$ cat src/rtl/mahd_pkg.sv
// Shared types, constants and lookup tables for the MPEG audio header decoder.
// Used by mahd_decode, mahd_divide and mpeg_audio_header_decode; depends on nothing.
package mahd_pkg;

  // Header field codes.
  localparam logic [10:0] SYNC_PATTERN   = 11'h7FF;
  localparam logic [1:0]  VCODE_MPEG1    = 2'd3;
  localparam logic [1:0]  VCODE_MPEG2    = 2'd2;
  localparam logic [1:0]  VCODE_RESERVED = 2'd1;
  localparam logic [1:0]  LCODE_RESERVED = 2'd0;
  localparam logic [3:0]  BIDX_BAD       = 4'd15;
  localparam logic [1:0]  SIDX_RESERVED  = 2'd3;
  localparam logic [1:0]  EMPH_RESERVED  = 2'd2;

  // Decoded version numbers.
  localparam logic [1:0] VER_MPEG1  = 2'd0;
  localparam logic [1:0] VER_MPEG2  = 2'd1;
  localparam logic [1:0] VER_MPEG25 = 2'd2;

  // Decoded layer numbers.
  localparam logic [1:0] LAYER_1 = 2'd1;
  localparam logic [1:0] LAYER_2 = 2'd2;
  localparam logic [1:0] LAYER_3 = 2'd3;

  // Frame length numerators: bytes per kbps scaled by the sample rate.
  localparam logic [17:0] NUMER_LAYER1   = 18'd12000;
  localparam logic [17:0] NUMER_LSF_L3   = 18'd72000;
  localparam logic [17:0] NUMER_DEFAULT  = 18'd144000;

  // Reciprocal division: quotient = (numer * kbps * ceil(2^RECIP_SHIFT / hz)) >> RECIP_SHIFT.
  // With the product below 2^26 the error stays under 1/hz, so the quotient is exact.
  localparam int RECIP_SHIFT = 42;
  localparam int PROD_W      = 26;
  localparam int RECIP_W     = 30;
  localparam int LEN_W       = 12;

  typedef struct packed {
    logic        valid_res;
    logic [1:0]  mpeg_version;
    logic [1:0]  layer_number;
    logic        crc_protected;
    logic [8:0]  bitrate_kbps;
    logic [15:0] sample_rate_hz;
    logic        padding_bit;
    logic [1:0]  channel_mode;
    logic [1:0]  mode_extension;
    logic [1:0]  copy_flags;
    logic [1:0]  emphasis_code;
  } hdr_fields_t;

  // Load enables for the two arithmetic stages.
  typedef struct packed {
    logic mul_load;
    logic prod_load;
  } mahd_adv_t;

  // Bitrate tables by version group and layer, LSF layers 2-3 in one; index 15 is never legal.
  localparam logic [8:0] KBPS_V1_L1 [16] = '{9'd0, 9'd32, 9'd64, 9'd96, 9'd128, 9'd160,
    9'd192, 9'd224, 9'd256, 9'd288, 9'd320, 9'd352, 9'd384, 9'd416, 9'd448, 9'd0};
  localparam logic [8:0] KBPS_V1_L2 [16] = '{9'd0, 9'd32, 9'd48, 9'd56, 9'd64, 9'd80,
    9'd96, 9'd112, 9'd128, 9'd160, 9'd192, 9'd224, 9'd256, 9'd320, 9'd384, 9'd0};
  localparam logic [8:0] KBPS_V1_L3 [16] = '{9'd0, 9'd32, 9'd40, 9'd48, 9'd56, 9'd64,
    9'd80, 9'd96, 9'd112, 9'd128, 9'd160, 9'd192, 9'd224, 9'd256, 9'd320, 9'd0};
  localparam logic [8:0] KBPS_V2_L1 [16] = '{9'd0, 9'd32, 9'd48, 9'd56, 9'd64, 9'd80,
    9'd96, 9'd112, 9'd128, 9'd144, 9'd160, 9'd176, 9'd192, 9'd224, 9'd256, 9'd0};
  localparam logic [8:0] KBPS_V2_L23 [16] = '{9'd0, 9'd8, 9'd16, 9'd24, 9'd32, 9'd40,
    9'd48, 9'd56, 9'd64, 9'd80, 9'd96, 9'd112, 9'd128, 9'd144, 9'd160, 9'd0};

  function automatic logic [8:0] kbps_lookup(input logic [1:0] ver, input logic [1:0] layer,
                                             input logic [3:0] bidx);
    logic [8:0] kbps;
    kbps = 9'd0;
    if (ver == VER_MPEG1) begin
      unique case (layer)
        LAYER_1: kbps = KBPS_V1_L1[bidx];
        LAYER_2: kbps = KBPS_V1_L2[bidx];
        LAYER_3: kbps = KBPS_V1_L3[bidx];
        default: kbps = 9'd0;
      endcase
    end else begin
      unique case (layer)
        LAYER_1:          kbps = KBPS_V2_L1[bidx];
        LAYER_2, LAYER_3: kbps = KBPS_V2_L23[bidx];
        default:          kbps = 9'd0;
      endcase
    end
    return kbps;
  endfunction

  function automatic logic [15:0] hz_lookup(input logic [1:0] ver, input logic [1:0] sidx);
    logic [15:0] hz;
    unique case ({ver, sidx})
      {VER_MPEG1, 2'd0}:  hz = 16'd44100;
      {VER_MPEG1, 2'd1}:  hz = 16'd48000;
      {VER_MPEG1, 2'd2}:  hz = 16'd32000;
      {VER_MPEG2, 2'd0}:  hz = 16'd22050;
      {VER_MPEG2, 2'd1}:  hz = 16'd24000;
      {VER_MPEG2, 2'd2}:  hz = 16'd16000;
      {VER_MPEG25, 2'd0}: hz = 16'd11025;
      {VER_MPEG25, 2'd1}: hz = 16'd12000;
      {VER_MPEG25, 2'd2}: hz = 16'd8000;
      default:            hz = 16'd0;
    endcase
    return hz;
  endfunction

  // ceil(2^RECIP_SHIFT / hz) for each legal sample rate.
  function automatic logic [RECIP_W-1:0] recip_lookup(input logic [1:0] ver,
                                                      input logic [1:0] sidx);
    logic [RECIP_W-1:0] r;
    unique case ({ver, sidx})
      {VER_MPEG1, 2'd0}:  r = 30'd99728946;
      {VER_MPEG1, 2'd1}:  r = 30'd91625969;
      {VER_MPEG1, 2'd2}:  r = 30'd137438954;
      {VER_MPEG2, 2'd0}:  r = 30'd199457892;
      {VER_MPEG2, 2'd1}:  r = 30'd183251938;
      {VER_MPEG2, 2'd2}:  r = 30'd274877907;
      {VER_MPEG25, 2'd0}: r = 30'd398915784;
      {VER_MPEG25, 2'd1}: r = 30'd366503876;
      {VER_MPEG25, 2'd2}: r = 30'd549755814;
      default:            r = '0;
    endcase
    return r;
  endfunction

endpackage

$ cat src/rtl/mahd_decode.sv
// First pipeline stage: field checks, version and layer decode, table lookups.
// Depends on mahd_pkg.
module mahd_decode (
  input  logic                          clk,
  input  logic                          load,
  input  logic [31:0]                   header_word,
  output mahd_pkg::hdr_fields_t         fields,
  output logic [17:0]                   numer,
  output logic [mahd_pkg::RECIP_W-1:0]  recip
);

  logic [1:0]            vcode;
  logic [1:0]            lcode;
  logic [3:0]            bidx;
  logic [1:0]            sidx;
  logic                  legal;
  logic [1:0]            ver;
  logic [1:0]            layer;
  mahd_pkg::hdr_fields_t dec;
  logic [17:0]           numer_sel;

  assign vcode = header_word[20:19];
  assign lcode = header_word[18:17];
  assign bidx  = header_word[15:12];
  assign sidx  = header_word[11:10];

  assign legal = (header_word[31:21] == mahd_pkg::SYNC_PATTERN)
              && (vcode != mahd_pkg::VCODE_RESERVED)
              && (lcode != mahd_pkg::LCODE_RESERVED)
              && (bidx != mahd_pkg::BIDX_BAD)
              && (sidx != mahd_pkg::SIDX_RESERVED)
              && (header_word[1:0] != mahd_pkg::EMPH_RESERVED);

  always_comb begin
    unique case (vcode)
      mahd_pkg::VCODE_MPEG1: ver = mahd_pkg::VER_MPEG1;
      mahd_pkg::VCODE_MPEG2: ver = mahd_pkg::VER_MPEG2;
      default:               ver = mahd_pkg::VER_MPEG25;
    endcase
  end

  // Layer code 3, 2, 1 stands for layer 1, 2, 3.
  assign layer = 2'(2'd0 - lcode);

  always_comb begin
    dec = '0;
    if (legal) begin
      dec.valid_res      = 1'b1;
      dec.mpeg_version   = ver;
      dec.layer_number   = layer;
      dec.crc_protected  = ~header_word[16];
      dec.bitrate_kbps   = mahd_pkg::kbps_lookup(ver, layer, bidx);
      dec.sample_rate_hz = mahd_pkg::hz_lookup(ver, sidx);
      dec.padding_bit    = header_word[9];
      dec.channel_mode   = header_word[7:6];
      dec.mode_extension = header_word[5:4];
      dec.copy_flags     = header_word[3:2];
      dec.emphasis_code  = header_word[1:0];
    end
  end

  always_comb begin
    if (layer == mahd_pkg::LAYER_1) begin
      numer_sel = mahd_pkg::NUMER_LAYER1;
    end else if (layer == mahd_pkg::LAYER_3 && ver != mahd_pkg::VER_MPEG1) begin
      numer_sel = mahd_pkg::NUMER_LSF_L3;
    end else begin
      numer_sel = mahd_pkg::NUMER_DEFAULT;
    end
  end

  always_ff @(posedge clk) begin
    if (load) begin
      fields <= dec;
      numer  <= numer_sel;
      recip  <= mahd_pkg::recip_lookup(ver, sidx);
    end
  end

endmodule

$ cat src/rtl/mahd_divide.sv
// Second and third pipeline stages: numerator times bitrate, then times the
// reciprocal of the sample rate. Depends on mahd_pkg.
module mahd_divide (
  input  logic                          clk,
  input  mahd_pkg::mahd_adv_t           adv,
  input  mahd_pkg::hdr_fields_t         fields_in,
  input  logic [17:0]                   numer,
  input  logic [mahd_pkg::RECIP_W-1:0]  recip,
  output mahd_pkg::hdr_fields_t         fields_out,
  output logic [mahd_pkg::LEN_W-1:0]    quotient
);

  localparam int FULL_W = mahd_pkg::PROD_W + mahd_pkg::RECIP_W;

  mahd_pkg::hdr_fields_t          fields_mul;
  logic [mahd_pkg::PROD_W-1:0]    prod;
  logic [mahd_pkg::RECIP_W-1:0]   recip_mul;
  logic [26:0]                    prod_wide;
  logic [FULL_W-1:0]              full;

  // Widest numerator times widest bitrate stays below 2^26.
  assign prod_wide = numer * fields_in.bitrate_kbps;
  assign full      = prod * recip_mul;

  always_ff @(posedge clk) begin
    if (adv.mul_load) begin
      fields_mul <= fields_in;
      prod       <= prod_wide[mahd_pkg::PROD_W-1:0];
      recip_mul  <= recip;
    end
    if (adv.prod_load) begin
      fields_out <= fields_mul;
      quotient   <= full[mahd_pkg::RECIP_SHIFT +: mahd_pkg::LEN_W];
    end
  end

endmodule

$ cat src/rtl/mpeg_audio_header_decode.sv
// MPEG audio frame header decoder, four-stage pipeline with valid/ready channels.
// Depends on mahd_pkg, mahd_decode and mahd_divide.

// Each input word is one 32-bit frame header, first stream byte in bits 31 to 24.
// The block checks the sync, rejects reserved or illegal codes, and returns the
// decoded version, layer, bitrate, sample rate, flags and the frame length in
// bytes; an invalid header yields valid_res low and all other fields zero, and a
// free-bitrate header yields zero bitrate and length. The pipeline is four
// register stages deep (decode and lookup, bitrate multiply, reciprocal multiply,
// length and output register). The first stage loads at the edge that accepts a
// word, and the result moves on through the two multiply stages to the output
// register. A new word can be taken every cycle while the output is not stalled,
// so one word per cycle is sustained; the clock period is bounded by the
// reciprocal multiply stage, a 26 by 30 bit product, which is the deepest logic
// between registers. Each stage holds its word while the stage after it is
// full and stalled, and empty stages fill even while the output waits.
module mpeg_audio_header_decode (
  input  logic        clk,
  input  logic        rst,
  input  logic        in_valid,
  output logic        in_ready,
  input  logic [31:0] header_word,
  output logic        out_valid,
  input  logic        out_ready,
  output logic        valid_res,
  output logic [1:0]  mpeg_version,
  output logic [1:0]  layer_number,
  output logic        crc_protected,
  output logic [8:0]  bitrate_kbps,
  output logic [15:0] sample_rate_hz,
  output logic        padding_bit,
  output logic [1:0]  channel_mode,
  output logic [1:0]  mode_extension,
  output logic [1:0]  copy_flags,
  output logic [1:0]  emphasis_code,
  output logic [11:0] frame_bytes
);

  // Valid bits of the four stages; stage 4 is the output register.
  logic v1, v2, v3;
  logic r1, r2, r3, r4;

  mahd_pkg::hdr_fields_t          fields_dec;
  mahd_pkg::hdr_fields_t          fields_div;
  mahd_pkg::hdr_fields_t          fields_res;
  logic [17:0]                    numer;
  logic [mahd_pkg::RECIP_W-1:0]   recip;
  logic [mahd_pkg::LEN_W-1:0]     quotient;
  logic [mahd_pkg::LEN_W-1:0]     len_next;
  logic [mahd_pkg::LEN_W-1:0]     frame_len;
  mahd_pkg::mahd_adv_t            adv;

  // A stage can take a word when it is empty or its word moves on this cycle.
  assign r4 = ~out_valid | out_ready;
  assign r3 = ~v3 | r4;
  assign r2 = ~v2 | r3;
  assign r1 = ~v1 | r2;
  assign in_ready = r1;

  assign adv.mul_load  = r2 & v1;
  assign adv.prod_load = r3 & v2;

  always_ff @(posedge clk) begin
    if (rst) begin
      v1        <= 1'b0;
      v2        <= 1'b0;
      v3        <= 1'b0;
      out_valid <= 1'b0;
    end else begin
      if (r1) begin
        v1 <= in_valid;
      end
      if (r2) begin
        v2 <= v1;
      end
      if (r3) begin
        v3 <= v2;
      end
      if (r4) begin
        out_valid <= v3;
      end
    end
  end

  mahd_decode u_decode (
    .clk         (clk),
    .load        (r1 & in_valid),
    .header_word (header_word),
    .fields      (fields_dec),
    .numer       (numer),
    .recip       (recip)
  );

  mahd_divide u_divide (
    .clk        (clk),
    .adv        (adv),
    .fields_in  (fields_dec),
    .numer      (numer),
    .recip      (recip),
    .fields_out (fields_div),
    .quotient   (quotient)
  );

  // Layer I counts four-byte slots, so padding is added before scaling by four.
  // Free bitrate and invalid headers both carry a zero bitrate, hence zero length.
  always_comb begin
    if (fields_div.bitrate_kbps == '0) begin
      len_next = '0;
    end else if (fields_div.layer_number == mahd_pkg::LAYER_1) begin
      len_next = {quotient[mahd_pkg::LEN_W-3:0] + {9'd0, fields_div.padding_bit}, 2'b00};
    end else begin
      len_next = quotient + {11'd0, fields_div.padding_bit};
    end
  end

  always_ff @(posedge clk) begin
    if (r4 & v3) begin
      fields_res <= fields_div;
      frame_len  <= len_next;
    end
  end

  assign valid_res      = fields_res.valid_res;
  assign mpeg_version   = fields_res.mpeg_version;
  assign layer_number   = fields_res.layer_number;
  assign crc_protected  = fields_res.crc_protected;
  assign bitrate_kbps   = fields_res.bitrate_kbps;
  assign sample_rate_hz = fields_res.sample_rate_hz;
  assign padding_bit    = fields_res.padding_bit;
  assign channel_mode   = fields_res.channel_mode;
  assign mode_extension = fields_res.mode_extension;
  assign copy_flags     = fields_res.copy_flags;
  assign emphasis_code  = fields_res.emphasis_code;
  assign frame_bytes    = frame_len;

endmodule

$ cat config.mk
export PLATFORM = sky130hd
export DESIGN_NAME = mpeg_audio_header_decode
export DESIGN_NICKNAME = d
export VERILOG_FILES = /design/src/rtl/mahd_pkg.sv /design/src/rtl/mahd_decode.sv /design/src/rtl/mahd_divide.sv /design/src/rtl/mpeg_audio_header_decode.sv
export SDC_FILE = /design/constraint.sdc
export NUM_CORES = 2
export LEC_CHECK = 0
export ABC_AREA = 1
export ABC_CLOCK_PERIOD_IN_PS = 14100
export BUFFER_PORTS_ARGS = -buffer_cell sky130_fd_sc_hd__clkbuf_2
export CAP_MARGIN = 30
export CORE_MARGIN = 2
export CORE_UTILIZATION = 45
export CTS_CLUSTER_SIZE = 10
export DETAILED_ROUTE_END_ITERATION = 8
export GPL_ROUTABILITY_DRIVEN = 0
export HOLD_SLACK_MARGIN = 0.1
export SYNTH_ARGS = -nofsm -noshare
export SYNTH_HDL_FRONTEND = slang
export SYNTH_SLANG_ARGS = --single-unit
$ cat constraint.sdc
create_clock -name clk -period 14.1 [get_ports clk]
set_clock_uncertainty 0.2 [all_clocks]
set_input_delay 2.115 -clock clk [delete_from_list [all_inputs] [get_ports clk]]
set_output_delay 2.115 -clock clk [all_outputs]
set_load 0.02 [all_outputs]
== After elaboration in Yosys (flattened, before gate mapping) ==
Memory sizes are Yosys's and may differ from the RTL's. A register that Yosys moved wholly into a read port is not among the register bits.
Cells that the tools add are included.
Widths: inputs -> output; s select.

* Add/subtract/negate cells: 3
* Multiply operators: 2
* $lt $le $gt $ge: 1
* Equality and inequality tests: 11
* Muxes and demuxes: 17
* Bitwise logic cells: 14
* Reductions and logical operators: 12

{| class="wikitable"
|+ Operator list
! kind !! count
|-
| $mux 9 || 11
|-
| $mul 26x30->54 || 1
|-
| $mux 40 || 1
|-
| $pmux 9 s3 || 1
|-
| $mul 18x9->26 || 1
|-
| $mux 18 || 1
|-
| $pmux 9 s2 || 1
|-
| $add 12x1->12 || 1
|-
| $mux 12 || 1
|-
| $eq 11x11->1 const B || 1
|-
| $add 10x1->10 || 1
|-
| $logic_not 9->1 || 1
|-
| $eq 2x2->1 const B || 4
|-
| $logic_and 1x1->1 || 6
|-
| $ge 5x5->1 const B || 1
|-
| $not 1->1 || 5
|-
| $not 4->5 || 1
|-
| $and 1x1->1 || 4
|-
| $eq 2x1->1 const B || 2
|-
| $ne 2x2->1 const B || 2
|-
| $ne 4x4->1 const B || 1
|-
| $or 1x1->1 || 4
|-
| $pmux 2 s2 || 1
|-
| $reduce_bool 2->1 || 2
|-
| other kinds (4) || 5
|}

* Bits in registers: 262
* Bits in read-only memories: 1440
* Bits of input ports: 36
* Word-level logic and storage cells: 121
* Memories: 7

{| class="wikitable"
|+ Memory list
! name !! depth !! width !! read ports !! clocked after Yosys merged registers in !! write ports !! RTL line !! text
|-
| (name not given) || 16 || 30 || 1 || 1 || 0 || mahd_pkg.sv:111 || <nowiki>unique case ({ver, sidx})</nowiki>
|-
| (name not given) || 16 || 15 || 1 || 0 || 0 || mahd_pkg.sv:92 || <nowiki>unique case ({ver, sidx})</nowiki>
|-
| (name not given) || 16 || 9 || 1 || 0 || 0 || mahd_pkg.sv:75 || <nowiki>LAYER_1: kbps = KBPS_V1_L1[bidx];</nowiki>
|-
| (name not given) || 16 || 9 || 1 || 0 || 0 || mahd_pkg.sv:76 || <nowiki>LAYER_2: kbps = KBPS_V1_L2[bidx];</nowiki>
|-
| (name not given) || 16 || 9 || 1 || 0 || 0 || mahd_pkg.sv:77 || <nowiki>LAYER_3: kbps = KBPS_V1_L3[bidx];</nowiki>
|-
| (name not given) || 16 || 9 || 1 || 0 || 0 || mahd_pkg.sv:82 || <nowiki>LAYER_1: kbps = KBPS_V2_L1[bidx];</nowiki>
|-
| +1 memories || n/a || n/a || n/a || n/a || n/a || n/a ||
|}

== Depth between registers and ports, before layout ==
* Depth in word-level cells: 7
* Mapped depth: 30

== Hierarchy ==
Synthesis repeated with hierarchy kept, for this count alone.

* Cells, all modules: 4849
* Area total of the unflattened synthesis: 41265.8 µm²

{| class="wikitable"
|+ By module, submodules not included
! module !! times used !! cells an instance !! area an instance (µm²)
|-
| mahd_divide || 1 || 4317 || 35424.0
|-
| mahd_decode || 1 || 364 || 3656.0
|-
| mpeg_audio_header_decode || 1 || 168 || 2185.8
|}

== Worst setup path after synthesis ==
OpenSTA, ideal clock, no wires.

* Path type: input to register
* Start point: input out_ready
* End point: register u_decode.fields[0] (netlist name) (enable)
* Setup time: 0.502 ns
* Arrival: 5.461 ns
* Data required time: 13.398 ns
* Setup slack: 7.937 ns
* Stages: 8
* Path buffers: 0
* Path through: nor2_1 > inv_1 > nor2_1 > inv_1 > nor2_1 > inv_1 > nor2_1 > nor2_1

* Word-level cells in the longest chain between the ends: 5

{| class="wikitable"
|+ Ends and longest elaborated chain
! element !! RTL line !! text
|-
| start, declared || mpeg_audio_header_decode.sv:24 || <nowiki>input logic out_ready,</nowiki>
|-
| $or 1x1->1 || mpeg_audio_header_decode.sv:54 || <nowiki>assign r4 = ~out_valid | out_ready;</nowiki>
|-
| $or 1x1->1 || mpeg_audio_header_decode.sv:55 || <nowiki>assign r3 = ~v3 | r4;</nowiki>
|-
| $or 1x1->1 || mpeg_audio_header_decode.sv:56 || <nowiki>assign r2 = ~v2 | r3;</nowiki>
|-
| $or 1x1->1 || mpeg_audio_header_decode.sv:57 || <nowiki>assign r1 = ~v1 | r2;</nowiki>
|-
| $and 1x1->1 || mpeg_audio_header_decode.sv:87 || <nowiki>.load (r1 & in_valid),</nowiki>
|-
| named net u_decode.load || mahd_decode.sv:5 || <nowiki>input logic load,</nowiki>
|-
| end signal, assigned || mahd_decode.sv:74 || <nowiki>fields <= dec;</nowiki>
|-
| end, declared || mahd_decode.sv:7 || <nowiki>output mahd_pkg::hdr_fields_t fields,</nowiki>
|}

The timed path passes the listed nets, and every way through them passes these cells.
A chain may end at the register's enable or synchronous reset.

== Worst setup path in the final report ==
* Start point: register u_divide.recip_mul[23] (netlist name)
* End point: register u_divide.quotient[11] (netlist name), data pin

* Word-level cells in the longest chain between the ends: 1

{| class="wikitable"
|+ Ends and longest elaborated chain
! element !! RTL line !! text
|-
| start, declared || mahd_divide.sv:17 || <nowiki>logic [mahd_pkg::RECIP_W-1:0] recip_mul;</nowiki>
|-
| start signal, assigned || mahd_divide.sv:29 || <nowiki>recip_mul <= recip;</nowiki>
|-
| $mul 26x30->54 || mahd_divide.sv:23 || <nowiki>assign full = prod * recip_mul;</nowiki>
|-
| named net u_divide.full[53] || mahd_divide.sv:19 || <nowiki>logic [FULL_W-1:0] full;</nowiki>
|-
| end signal, assigned || mahd_divide.sv:33 || <nowiki>quotient <= full[mahd_pkg::RECIP_SHIFT +: mahd_pkg::LEN_W];</nowiki>
|-
| end, declared || mahd_divide.sv:10 || <nowiki>output logic [mahd_pkg::LEN_W-1:0] quotient</nowiki>
|}

The timed path passes the listed nets, and every way through them passes these cells.

==> results.sh <==
export IMPL_worstMarginPinSlew_ns=1.03
export IMPL_vias=20093
export IMPL_setup_tns_ns=0
export IMPL_cts_buffer_depth=3
export IMPL_first_global_vias=21230
export IMPL_worst_path_max_fanout=18
export IMPL_grt_usage=0.207
export IMPL_slew_violations=0
export IMPL_cts_setup_buffers=0
export IMPL_ys_seq_area_frac=0.259
export IMPL_maxCapViolCount=0
export IMPL_hp_start="u_decode.recip[27]"
export IMPL_synth_edf_count=248
export IMPL_fp_coreArea_mm2=0.0641
export IMPL_hold_viol=0
export IMPL_cts_sinks=252
export IMPL_root_buffer="clkbuf_16"
export IMPL_arrival_ns=6.64
export IMPL_cp_top_family="adder cells"
export IMPL_setup_violations=0
export IMPL_dpl_hpwl_um=50900
export IMPL_port_buffers=84
export IMPL_drc=0
export IMPL_cts_tree="yes"
export IMPL_wl_per_cell_um=16.2
export IMPL_cts_buffers=30
export IMPL_synthArstFlopShare=0
export IMPL_period_minus_slack_ns=6.51
export IMPL_nets=3943
export IMPL_worstPathCellList="nand2_1, fa_1, inv_1, fa_1, inv_1, fa_1, inv_1, fa_1, fa_1, fa_1, ha_1, ha_1, nand2_1, nor2_1, inv_1, nor2_1, nand2_1, nor3_1, nand2_1, nand3_1, nand2_1"
export IMPL_relSlewSlack=0.312
export IMPL_mostFrequentLayoutCells="inv_1 (833), nand2_1 (807), fa_1 (479), edfxtp_1 (248), ha_1 (234)"
export IMPL_pin_count=90
export IMPL_syn_avg_cell_area_um2=9.16
export IMPL_start_util=0.453
export IMPL_max_stage_delay_ns=1.01
export IMPL_drive_gt1_frac=0.0545
export IMPL_routed_via_density=4.94
export IMPL_netlist_instances=3169
export IMPL_die_area_mm2=0.0666
export IMPL_end_kind="register"
export IMPL_finalWirelength_um=65800
export IMPL_criticalPathCategory="register to register"
export IMPL_rsz0062_at_grt="false"
export IMPL_die_h_um=258
export IMPL_cp_num_buf_inv=4
export IMPL_areaGrowthSynthToFinish_pct=7.70
export IMPL_ys_seq_elements=252
export IMPL_hp_class="register to register"
export IMPL_cts_htree_levels=1
export IMPL_first_iter_violations=1229
export IMPL_max_freq_ghz=0.154
export IMPL_cts_clk_slew_worst_paths_ns=0.06
export IMPL_final_common_cell="inv_1"
export IMPL_status="completed"
export IMPL_startpoint="u_divide.recip_mul[23]"
export IMPL_period_share=0.462
export IMPL_grt_max_degree=72
export IMPL_filler_cell_count=6107
export IMPL_dr_pass1_iters=8
export IMPL_synth_ff_type="edfxtp_1"
export IMPL_die_w_um=258
export IMPL_path_common_cell="fa_1"
export IMPL_yosys_warnings=0
export IMPL_clk_latency_ns=0.58
export IMPL_grt_ovfl_total=0
export IMPL_antenna_found_initial=1
export IMPL_cp_start_kind="register"
export IMPL_cts_resized=0
export IMPL_grt_pass1_wl_um=110000
export IMPL_r2r_start="u_divide.recip_mul[23]"
export IMPL_synth_cell_type_count=46
export IMPL_num_antenna_cells=0
export IMPL_ant_nets=0
export IMPL_syn_area_mm2=0.0290
export IMPL_slowest_stage="edfxtp_1"
export IMPL_rows=93
export IMPL_cts_hold_buf=0
export IMPL_critPathRequiredTime_ns=14.23
==> metal layers <==
metal,track usage,routed length (um)
met1,0.268,28100
met2,0.366,32700
met3,0.0217,3150
met4,0.0604,1790
met5,0,0
==> cell type report <==
| cell class | count | area [um2] | area share |
|---|---|---|---|
| Timing Repair Buffer | 119 | 756 | 0.0242 |
| Multi-Input combinational cell | 1953 | 17900 | 0.571 |
| Clock inverter | 5 | 104 | 0.00332 |
| Tap cell | 855 | 1070 | 0.0342 |
| Sequential cell | 252 | 7530 | 0.241 |
| Clock buffer | 43 | 800 | 0.0256 |
| Inverter | 838 | 3150 | 0.101 |
==> sequential cells by signal, indices dropped and copies added, names as in the netlist, 6 cells and up <==
name,cells
u_decode.fields,35
u_divide.fields_mul,35
u_divide.fields_out,35
u_decode.recip,30
u_divide.recip_mul,30
u_divide.prod,18
sample_rate_hz,14
frame_bytes,12
u_divide.quotient,12
bitrate_kbps,6
u_decode.numer,6
==> cells by family after synthesis <==
kind of cell / synth area share
AO/OA/AOI/OAI: 0.0347
XOR/XNOR: 0.00875
adder cells (fa/ha/maj): 0.431
buffers and inverters: 0.126
flip-flops: 0.259
other: 0.000129
AND/OR/NAND/NOR: 0.140
==> Yosys cell counts (all sizes together) (2+ instances only) <==
library cell	n	area share
nand3	54	0.0093
o21ai	60	0.010
o31ai	2	0.00052
xor2	21	0.0063
a21o	7	0.0018
nand2	813	0.11
o21bai	8	0.0021
inv	838	0.11
a21oi	72	0.012
nor2	121	0.016
fa	479	0.33
o22ai	4	0.00086
a211oi	2	0.00052
a21boi	2	0.00052
ha	234	0.10
buf	24	0.0044
nor3	12	0.0022
a31oi	12	0.0026
nor4	5	0.0013
dfxtp	4	0.0028
nand4	15	0.0032
xnor2	8	0.0024
and2	3	0.00065
o211ai	5	0.0013
clkbuf	105	0.014
edfxtp	248	0.26
==> worst paths after layout <==
path,cells past startpoint,slack (ns),to
max,21,7.59,u_divide.quotient[11]
min,0,0.17,u_divide.recip_mul[27]
max reg2reg,21,7.59,u_divide.quotient[11]
min reg2reg,0,0.17,u_divide.recip_mul[27]
==> through the flow <==
step           instances   util  area, um2  setup WS [ns]  hold WS [ns]
2_1_floorplan       3172      -      29000           7.94         0.200
3_3_place_gp        4013  0.472      30300           7.58         0.200
3_5_place_dp        4015  0.473      30300           7.57         0.205
4_1_cts             4063  0.487      31200           7.53         0.161
5_1_grt             4065  0.488      31300           7.22         0.166
6_report            4065  0.488      31300           7.59         0.172
Power is left out: the tool's default activity adds up to more than one toggle a clock period on the data nets, which glitch-free logic cannot reach.
